===== src/design/tads_pkg.sv =====
`default_nettype none
package tads_pkg;

    localparam int CNT_W = 16;
    localparam int ACC_W = CNT_W + 1;
    localparam int POS_W = 24;

    typedef enum logic [1:0] {
        OP_TICK = 2'd0,
        OP_LOAD = 2'd1,
        OP_ZSET = 2'd2,
        OP_HOME = 2'd3
    } op_t;

    typedef enum logic [1:0] {
        MODE_HOME  = 2'd0,
        MODE_LOWER = 2'd1,
        MODE_CUT   = 2'd2,
        MODE_IDLE  = 2'd3
    } mode_t;

    typedef struct packed {
        op_t               op;
        mode_t             mode;
        logic              x_limit_open;
        logic              y_limit_open;
        logic              z_limit_open;
        logic              x_busy;
        logic              y_busy;
        logic [CNT_W-1:0]  x_steps;
        logic [CNT_W-1:0]  y_steps;
        logic [CNT_W-1:0]  tick_count;
        logic [1:0]        dirs;
        logic [CNT_W-1:0]  z_depth;
    } in_word_t;

    typedef struct packed {
        logic                    x_step;
        logic                    x_dir_level;
        logic                    y_step;
        logic                    y_dir_level;
        logic                    z_step;
        logic                    z_dir_level;
        logic signed [POS_W-1:0] x_coord;
        logic signed [POS_W-1:0] y_coord;
        logic [CNT_W-1:0]        z_coord;
        logic                    homed;
        logic                    segment_done;
    } out_word_t;

    typedef struct packed {
        logic              homed_flag;
        logic [ACC_W-1:0]  x_acc;
        logic [ACC_W-1:0]  y_acc;
        logic [POS_W-1:0]  x_pos;
        logic [POS_W-1:0]  y_pos;
        logic [CNT_W-1:0]  z_pos;
        logic [CNT_W-1:0]  seg_x_steps;
        logic [CNT_W-1:0]  seg_y_steps;
        logic [CNT_W-1:0]  seg_ticks;
        logic [1:0]        seg_dirs;
        logic              seg_done;
        logic [CNT_W-1:0]  ticks_left;
    } motion_state_t;

endpackage
`default_nettype wire


===== src/design/tads_core.sv =====
`default_nettype none
module tads_core (
    input  wire tads_pkg::motion_state_t st,
    input  wire tads_pkg::in_word_t      word,
    output tads_pkg::motion_state_t      st_next,
    output tads_pkg::out_word_t          res
);

    logic [tads_pkg::ACC_W-1:0] x_sum;
    logic [tads_pkg::ACC_W-1:0] y_sum;
    logic [tads_pkg::ACC_W-1:0] ticks_ext;
    logic                       x_hit;
    logic                       y_hit;
    logic [tads_pkg::CNT_W-1:0] tl_start;
    logic [tads_pkg::CNT_W-1:0] tl_dec;
    logic                       xs;
    logic                       ys;
    logic                       zs;
    logic                       xd;
    logic                       yd;
    logic                       zd;

    assign ticks_ext = {1'b0, st.seg_ticks};
    assign x_sum     = st.x_acc + {1'b0, st.seg_x_steps};
    assign y_sum     = st.y_acc + {1'b0, st.seg_y_steps};
    assign x_hit     = (x_sum >= ticks_ext);
    assign y_hit     = (y_sum >= ticks_ext);
    assign tl_start  = (st.ticks_left == '0) ? st.seg_ticks : st.ticks_left;
    assign tl_dec    = tl_start - tads_pkg::CNT_W'(1);

    always_comb begin
        st_next = st;
        xs = 1'b0;
        ys = 1'b0;
        zs = 1'b0;
        xd = 1'b0;
        yd = 1'b0;
        zd = 1'b0;
        unique case (word.op)
            tads_pkg::OP_LOAD: begin
                st_next.seg_ticks   = word.tick_count;
                st_next.seg_x_steps = (word.x_steps > word.tick_count) ?
                                      word.tick_count : word.x_steps;
                st_next.seg_y_steps = (word.y_steps > word.tick_count) ?
                                      word.tick_count : word.y_steps;
                st_next.seg_dirs    = word.dirs;
                st_next.x_acc       = '0;
                st_next.y_acc       = '0;
                st_next.ticks_left  = '0;
                st_next.seg_done    = (word.tick_count == '0);
            end
            tads_pkg::OP_ZSET: begin
                st_next.z_pos = word.z_depth;
            end
            tads_pkg::OP_HOME: begin
                st_next.homed_flag = 1'b0;
            end
            tads_pkg::OP_TICK: begin
                if (word.mode != tads_pkg::MODE_CUT) begin
                    st_next.ticks_left = '0;
                end
                unique case (word.mode)
                    tads_pkg::MODE_HOME: begin
                        if (!st.homed_flag) begin
                            if (word.z_limit_open) begin
                                zs = 1'b1;
                                zd = 1'b1;
                            end else if (word.x_limit_open || word.y_limit_open) begin
                                xs = word.x_limit_open && !word.x_busy;
                                ys = word.y_limit_open && !word.y_busy;
                                yd = ys;
                            end else begin
                                // all limits closed: zero the machine
                                st_next.homed_flag  = 1'b1;
                                st_next.x_pos       = '0;
                                st_next.y_pos       = '0;
                                st_next.z_pos       = '0;
                                st_next.seg_x_steps = '0;
                                st_next.seg_y_steps = '0;
                                st_next.seg_ticks   = '0;
                                st_next.x_acc       = '0;
                                st_next.y_acc       = '0;
                                st_next.seg_done    = 1'b1;
                            end
                        end
                    end
                    tads_pkg::MODE_LOWER: begin
                        if (st.z_pos != '0) begin
                            zs = 1'b1;
                            st_next.z_pos = st.z_pos - tads_pkg::CNT_W'(1);
                        end
                    end
                    tads_pkg::MODE_CUT: begin
                        if (!st.seg_done && st.seg_ticks != '0) begin
                            if (x_hit) begin
                                xs = !word.x_busy;
                                xd = !word.x_busy && !st.seg_dirs[0];
                                st_next.x_pos = st.seg_dirs[0] ?
                                    st.x_pos - tads_pkg::POS_W'(1) :
                                    st.x_pos + tads_pkg::POS_W'(1);
                                st_next.x_acc = x_sum - ticks_ext;
                            end else begin
                                st_next.x_acc = x_sum;
                            end
                            if (y_hit) begin
                                ys = !word.y_busy;
                                yd = !word.y_busy && !st.seg_dirs[1];
                                st_next.y_pos = st.seg_dirs[1] ?
                                    st.y_pos + tads_pkg::POS_W'(1) :
                                    st.y_pos - tads_pkg::POS_W'(1);
                                st_next.y_acc = y_sum - ticks_ext;
                            end else begin
                                st_next.y_acc = y_sum;
                            end
                            st_next.ticks_left = tl_dec;
                            if (tl_dec == '0) begin
                                st_next.seg_done = 1'b1;
                            end
                        end
                    end
                    tads_pkg::MODE_IDLE: begin
                    end
                    default: begin
                    end
                endcase
            end
            default: begin
            end
        endcase
    end

    always_comb begin
        res.x_step       = xs;
        res.x_dir_level  = xd;
        res.y_step       = ys;
        res.y_dir_level  = yd;
        res.z_step       = zs;
        res.z_dir_level  = zd;
        res.x_coord      = st_next.x_pos;
        res.y_coord      = st_next.y_pos;
        res.z_coord      = st_next.z_pos;
        res.homed        = st_next.homed_flag;
        res.segment_done = st_next.seg_done;
    end

endmodule
`default_nettype wire


===== src/design/two_axis_dda_stepper_with_homing.sv =====
// Pipeline: input register, then result register. A word's result is written to the
// result register when the word advances; it waits while a held result is not taken.
// Throughput: one word per cycle unless m_ready stalls; set by the single-pass DDA
// update between the two registers, with motion state written on each advance.
// Reset: aresetn low at a rising edge empties both registers and returns the motion
// state to unhomed, zero positions and accumulators, no segment, both axes clockwise.
`default_nettype none
module two_axis_dda_stepper_with_homing (
    input  wire                  aclk,
    input  wire                  aresetn,
    input  wire                  s_valid,
    output logic                 s_ready,
    input  wire tads_pkg::in_word_t s_data,
    output logic                 m_valid,
    input  wire                  m_ready,
    output tads_pkg::out_word_t  m_data
);

    tads_pkg::in_word_t       in_reg;
    logic                     in_valid_reg;
    tads_pkg::out_word_t      out_reg;
    logic                     out_valid_reg;
    tads_pkg::motion_state_t  st_reg;
    tads_pkg::motion_state_t  st_next;
    tads_pkg::out_word_t      res_next;
    logic                     advance;

    tads_core u_core (
        .st      (st_reg),
        .word    (in_reg),
        .st_next (st_next),
        .res     (res_next)
    );

    // move a word forward when the result slot is free or being drained
    assign advance = in_valid_reg && (!out_valid_reg || m_ready);
    assign s_ready = !in_valid_reg || advance;
    assign m_valid = out_valid_reg;
    assign m_data  = out_reg;

    always_ff @(posedge aclk) begin
        if (!aresetn) begin
            in_valid_reg  <= 1'b0;
            out_valid_reg <= 1'b0;
        end else begin
            if (s_ready) begin
                in_valid_reg <= s_valid;
            end
            if (advance) begin
                out_valid_reg <= 1'b1;
            end else if (m_ready) begin
                out_valid_reg <= 1'b0;
            end
        end
    end

    always_ff @(posedge aclk) begin
        if (s_ready && s_valid) begin
            in_reg <= s_data;
        end
        if (advance) begin
            out_reg <= res_next;
        end
    end

    always_ff @(posedge aclk) begin
        if (!aresetn) begin
            st_reg.homed_flag  <= 1'b0;
            st_reg.x_acc       <= '0;
            st_reg.y_acc       <= '0;
            st_reg.x_pos       <= '0;
            st_reg.y_pos       <= '0;
            st_reg.z_pos       <= '0;
            st_reg.seg_x_steps <= '0;
            st_reg.seg_y_steps <= '0;
            st_reg.seg_ticks   <= '0;
            st_reg.seg_dirs    <= 2'b11;
            st_reg.seg_done    <= 1'b1;
            st_reg.ticks_left  <= '0;
        end else if (advance) begin
            st_reg <= st_next;
        end
    end

endmodule
`default_nettype wire


===== config.mk =====
export PLATFORM = sky130hd
export DESIGN_NAME = two_axis_dda_stepper_with_homing
export DESIGN_NICKNAME = d
export VERILOG_FILES = /design/src/design/tads_pkg.sv /design/src/design/tads_core.sv /design/src/design/two_axis_dda_stepper_with_homing.sv
export SDC_FILE = /design/constraint.sdc
export NUM_CORES = 1
export LEC_CHECK = 0
export BUFFER_PORTS_ARGS = -buffer_cell sky130_fd_sc_hd__buf_2
export CAP_MARGIN = 20
export CORE_UTILIZATION = 30
export CTS_CLUSTER_DIAMETER = 30
export DETAILED_ROUTE_END_ITERATION = 12
export GPL_TIMING_DRIVEN = 1
export SYNTH_ARGS = -nofsm -noshare
export SYNTH_HDL_FRONTEND = slang
export SYNTH_SLANG_ARGS = --single-unit

===== constraint.sdc =====
create_clock -name aclk -period 12.4 [get_ports aclk]
set_input_delay 0 -clock aclk [delete_from_list [all_inputs] [get_ports aclk]]
set_output_delay 0 -clock aclk [all_outputs]
set_load 0.03 [all_outputs]

==> flow_metrics.env <==
export IMPL_post_route_min_period_ns=5.64
export IMPL_worstMarginPinSlew_ns=1.10
export IMPL_avgViaCountPerCell=5.30
export IMPL_max_freq_ghz=0.177
export IMPL_min_path_cells=2
export IMPL_die_w_um=254
export IMPL_synth_area_leader_cell="edfxtp_1"
export IMPL_arrival_ns=6.00
export IMPL_dp_hpwl_mm=40.2
export IMPL_ant_nets=0
export IMPL_drt_iter0_drc=1270
export IMPL_cp_max_fo=21
export IMPL_rows=91
export IMPL_largest_reg_flops=166
export IMPL_grt_pass1_vias=16392
export IMPL_yosysSeqAreaShare_pct=41.0
export IMPL_wirelength_mm=55.7
export IMPL_wl_per_cell_um=17.7
export IMPL_reg2reg_from="st_reg[52]"
export IMPL_fin_crit_sh_pct=45.5
export IMPL_start_kind="register"
export IMPL_hold_viol_final=0
export IMPL_numCtsBuffers=74
export IMPL_synthToLayoutAreaGrowth_pct=27.0
export IMPL_slew_viol_final=0
export IMPL_rr_endpoint="m_data[42]"
export IMPL_yosys_warnings=0
export IMPL_outcome="finished, final reports clean"
export IMPL_syn_inst=1997
export IMPL_drc_errors=0
export IMPL_p_total_mw=3.57
export IMPL_powerDensity_nw_per_um2=148
export IMPL_core_um2=62100
export IMPL_dieArea_um2=64300
export IMPL_antenna_found_initial=0
export IMPL_synth_edff_count=147
export IMPL_drv_cap=0
export IMPL_whs_ns=0.0925
export IMPL_grt_usage_pct=17.4
export IMPL_nets=2486
export IMPL_ff2ff_path_depth=16
export IMPL_grt_overflow_total=0
export IMPL_post_cts_buffers=0
export IMPL_cts_resized=0
export IMPL_layout_drive_gt1_share_pct=16.1
export IMPL_grt_max_degree=76
export IMPL_hold_end="in_reg[27]"
export IMPL_vias=16707
export IMPL_synthDistinctLibCells=97
export IMPL_ctsHoldBuffers=79
export IMPL_netlist_area_leader_share_pct=23.3
export IMPL_slew_headroom_pct=26.5
export IMPL_synth_area_top_cells="edfxtp_1 (23%), dfxtp_1 (18%), ha_1 (9.7%), nor2_1 (3.6%), o21ai_0 (3.6%)"
export IMPL_rsz0062_at_grt="false"
export IMPL_synth_seq_cells=315
export IMPL_routabilityCongestion=0.910
export IMPL_finalSetupViolCount=0
export IMPL_yosysMostFrequentCell="nor2_1"
export IMPL_yosys_top_cells_count="nor2_1 (184), dfxtp_1 (168), nand2_1 (168)"
export IMPL_fin_worst_skew_ns=0.0359
export IMPL_start_util_pct=30.6
export IMPL_crit_type="reg -> reg"
export IMPL_pin_count=153
export IMPL_fin_util_pct=38.8
export IMPL_cp_required_ns=12.76
export IMPL_ir_worst_vdd_v=0.000105
export IMPL_cts_root_buf="clkbuf_16"
export IMPL_dr_pass1_iters=6
export IMPL_grt_pass1_wl_mm=88.4
export IMPL_syn_area_um2=19000
export IMPL_hp_class="in -> reg"
export IMPL_n_antenna_cell=0
export IMPL_insertion_delay_ns=0.62
export IMPL_endpoint_kind="register"
export IMPL_async_flop_share_pct=0
export IMPL_port_buffers=152
export IMPL_synth_nets=2229
export IMPL_avgSynthCellArea_um2=9.50
export IMPL_reg2reg_setup_slack_ns=6.76
export IMPL_cts_max_path_buffers=3
export IMPL_finalSetupTns_ns=0
export IMPL_timing_hold_worst_start="s_data[27]"
export IMPL_die_h_um=254
export IMPL_synth_ff_type="dfxtp_1"
export IMPL_p_leak_nw=9.98
export IMPL_cts_sinks=315
export IMPL_path_clk_slew_ns=0.05
export IMPL_cts_max_level=3
export IMPL_cts_tree="yes"
==> per-stage QoR <==
step                instances  worst slack [ns]  instance area [um2]
global placement         2929              6.92                20600
global route             3153              6.40                24100
floorplan                1997              8.23                19000
finish                   3153              6.76                24100
CTS                      3148              6.80                24000
detailed placement       2931              6.78                20600
==> cell type report <==
| class | instances | area (um2) |
|---|---|---|
| fillers | 6085 | 38000 |
| multi-input cells | 1521 | 10600 |
| flip-flops and latches | 315 | 7780 |
| clock buffers | 90 | 2070 |
| repair buffers | 252 | 1750 |
| well taps | 837 | 1050 |
| clock inverters | 48 | 566 |
| inverters | 90 | 340 |
==> cells by family (layout without fill, tap and decap cells) <==
family	Yosys count	after routing	share of synthesized area [%]
AO/OA/AOI/OAI	631	631	22.8
XOR/XNOR	94	94	4.34
adder cells (fa/ha/maj)	153	153	10.3
buffers and inverters	161	480	3.51
flip-flops	315	315	41.0
multiplexers	61	61	3.36
AND/OR/NAND/NOR	582	582	14.7
==> cells in the final DEF (no fill, tap or decap), types with 19 or more instances in the layout <==
cell type      netlist  final
a21o_1              50     50
a21oi_1            127    124
a22o_1              41     41
a22oi_1             40     40
a31oi_1             34     34
a32o_1              24     24
buf_2               13    152
clkbuf_16            0     77
dfxtp_1            168    168
dlygate4sd3_1        0     79
edfxtp_1           147    147
ha_1               147    147
inv_1               88     88
mux2i_1             42     42
nand2_1            168    168
nand2b_1            24     24
nand3_1             42     42
nand4_1             23     23
nor2_1             184    184
nor3_1              38     37
nor4_1              20     20
o21a_1              19     19
o21ai_0            136    135
xnor2_1             65     65
xor2_1              29     29
==> layer usage <==
| metal | GRT usage, % | wire [um] | vias to the layer above | part of all wire [%] |
|---|---|---|---|---|
| met3 | 3.88 | 3660 | 110 | 6.6 |
| met5 | 0 | 0 | - | 0 |
| met4 | 6.70 | 1600 | 0 | 2.9 |
| li1 | - | - | 8081 | - |
| met1 | 22.5 | 25000 | 7948 | 45 |
| met2 | 28.0 | 25500 | 568 | 46 |
==> power breakdown <==
part / switching (mW) / internal [mW]
Clock: 0.672 / 1.33
Combinational: 0.242 / 0.165
Sequential: 0.0280 / 1.13
==> critical path, cell delays in order (launching register included) <==
cell and delay (ns):
dfxtp_1 0.32, ha_1 0.29, a21o_1 0.18, a21oi_1 0.23, nor2b_1 0.08, o21ai_0 0.63
a311oi_1 0.33, nor4_1 0.30, o311ai_0 0.31, ha_1 0.45, nand4_1 0.13, o41ai_1 0.53
inv_1 0.16, o221a_1 0.32, o21ai_2 0.21, nand2_1 0.45, mux2_2 0.48
==> worst max path at each step <==
stage / from / to / slack (ns) / depth (start not counted)
6_report: st_reg[52] / m_data[42] / 6.76 / 16
5_1_grt: st_reg[149] / st_reg[107] / 6.40 / 18
4_1_cts: st_reg[52] / m_data[42] / 6.80 / 16
3_5_place_dp: st_reg[52] / st_reg[107] / 6.78 / 18
3_3_place_gp: st_reg[52] / m_data[42] / 6.92 / 16
2_1_floorplan: st_reg[51] / m_data[46] / 8.23 / 20
(Power assumes the default switching activity.)
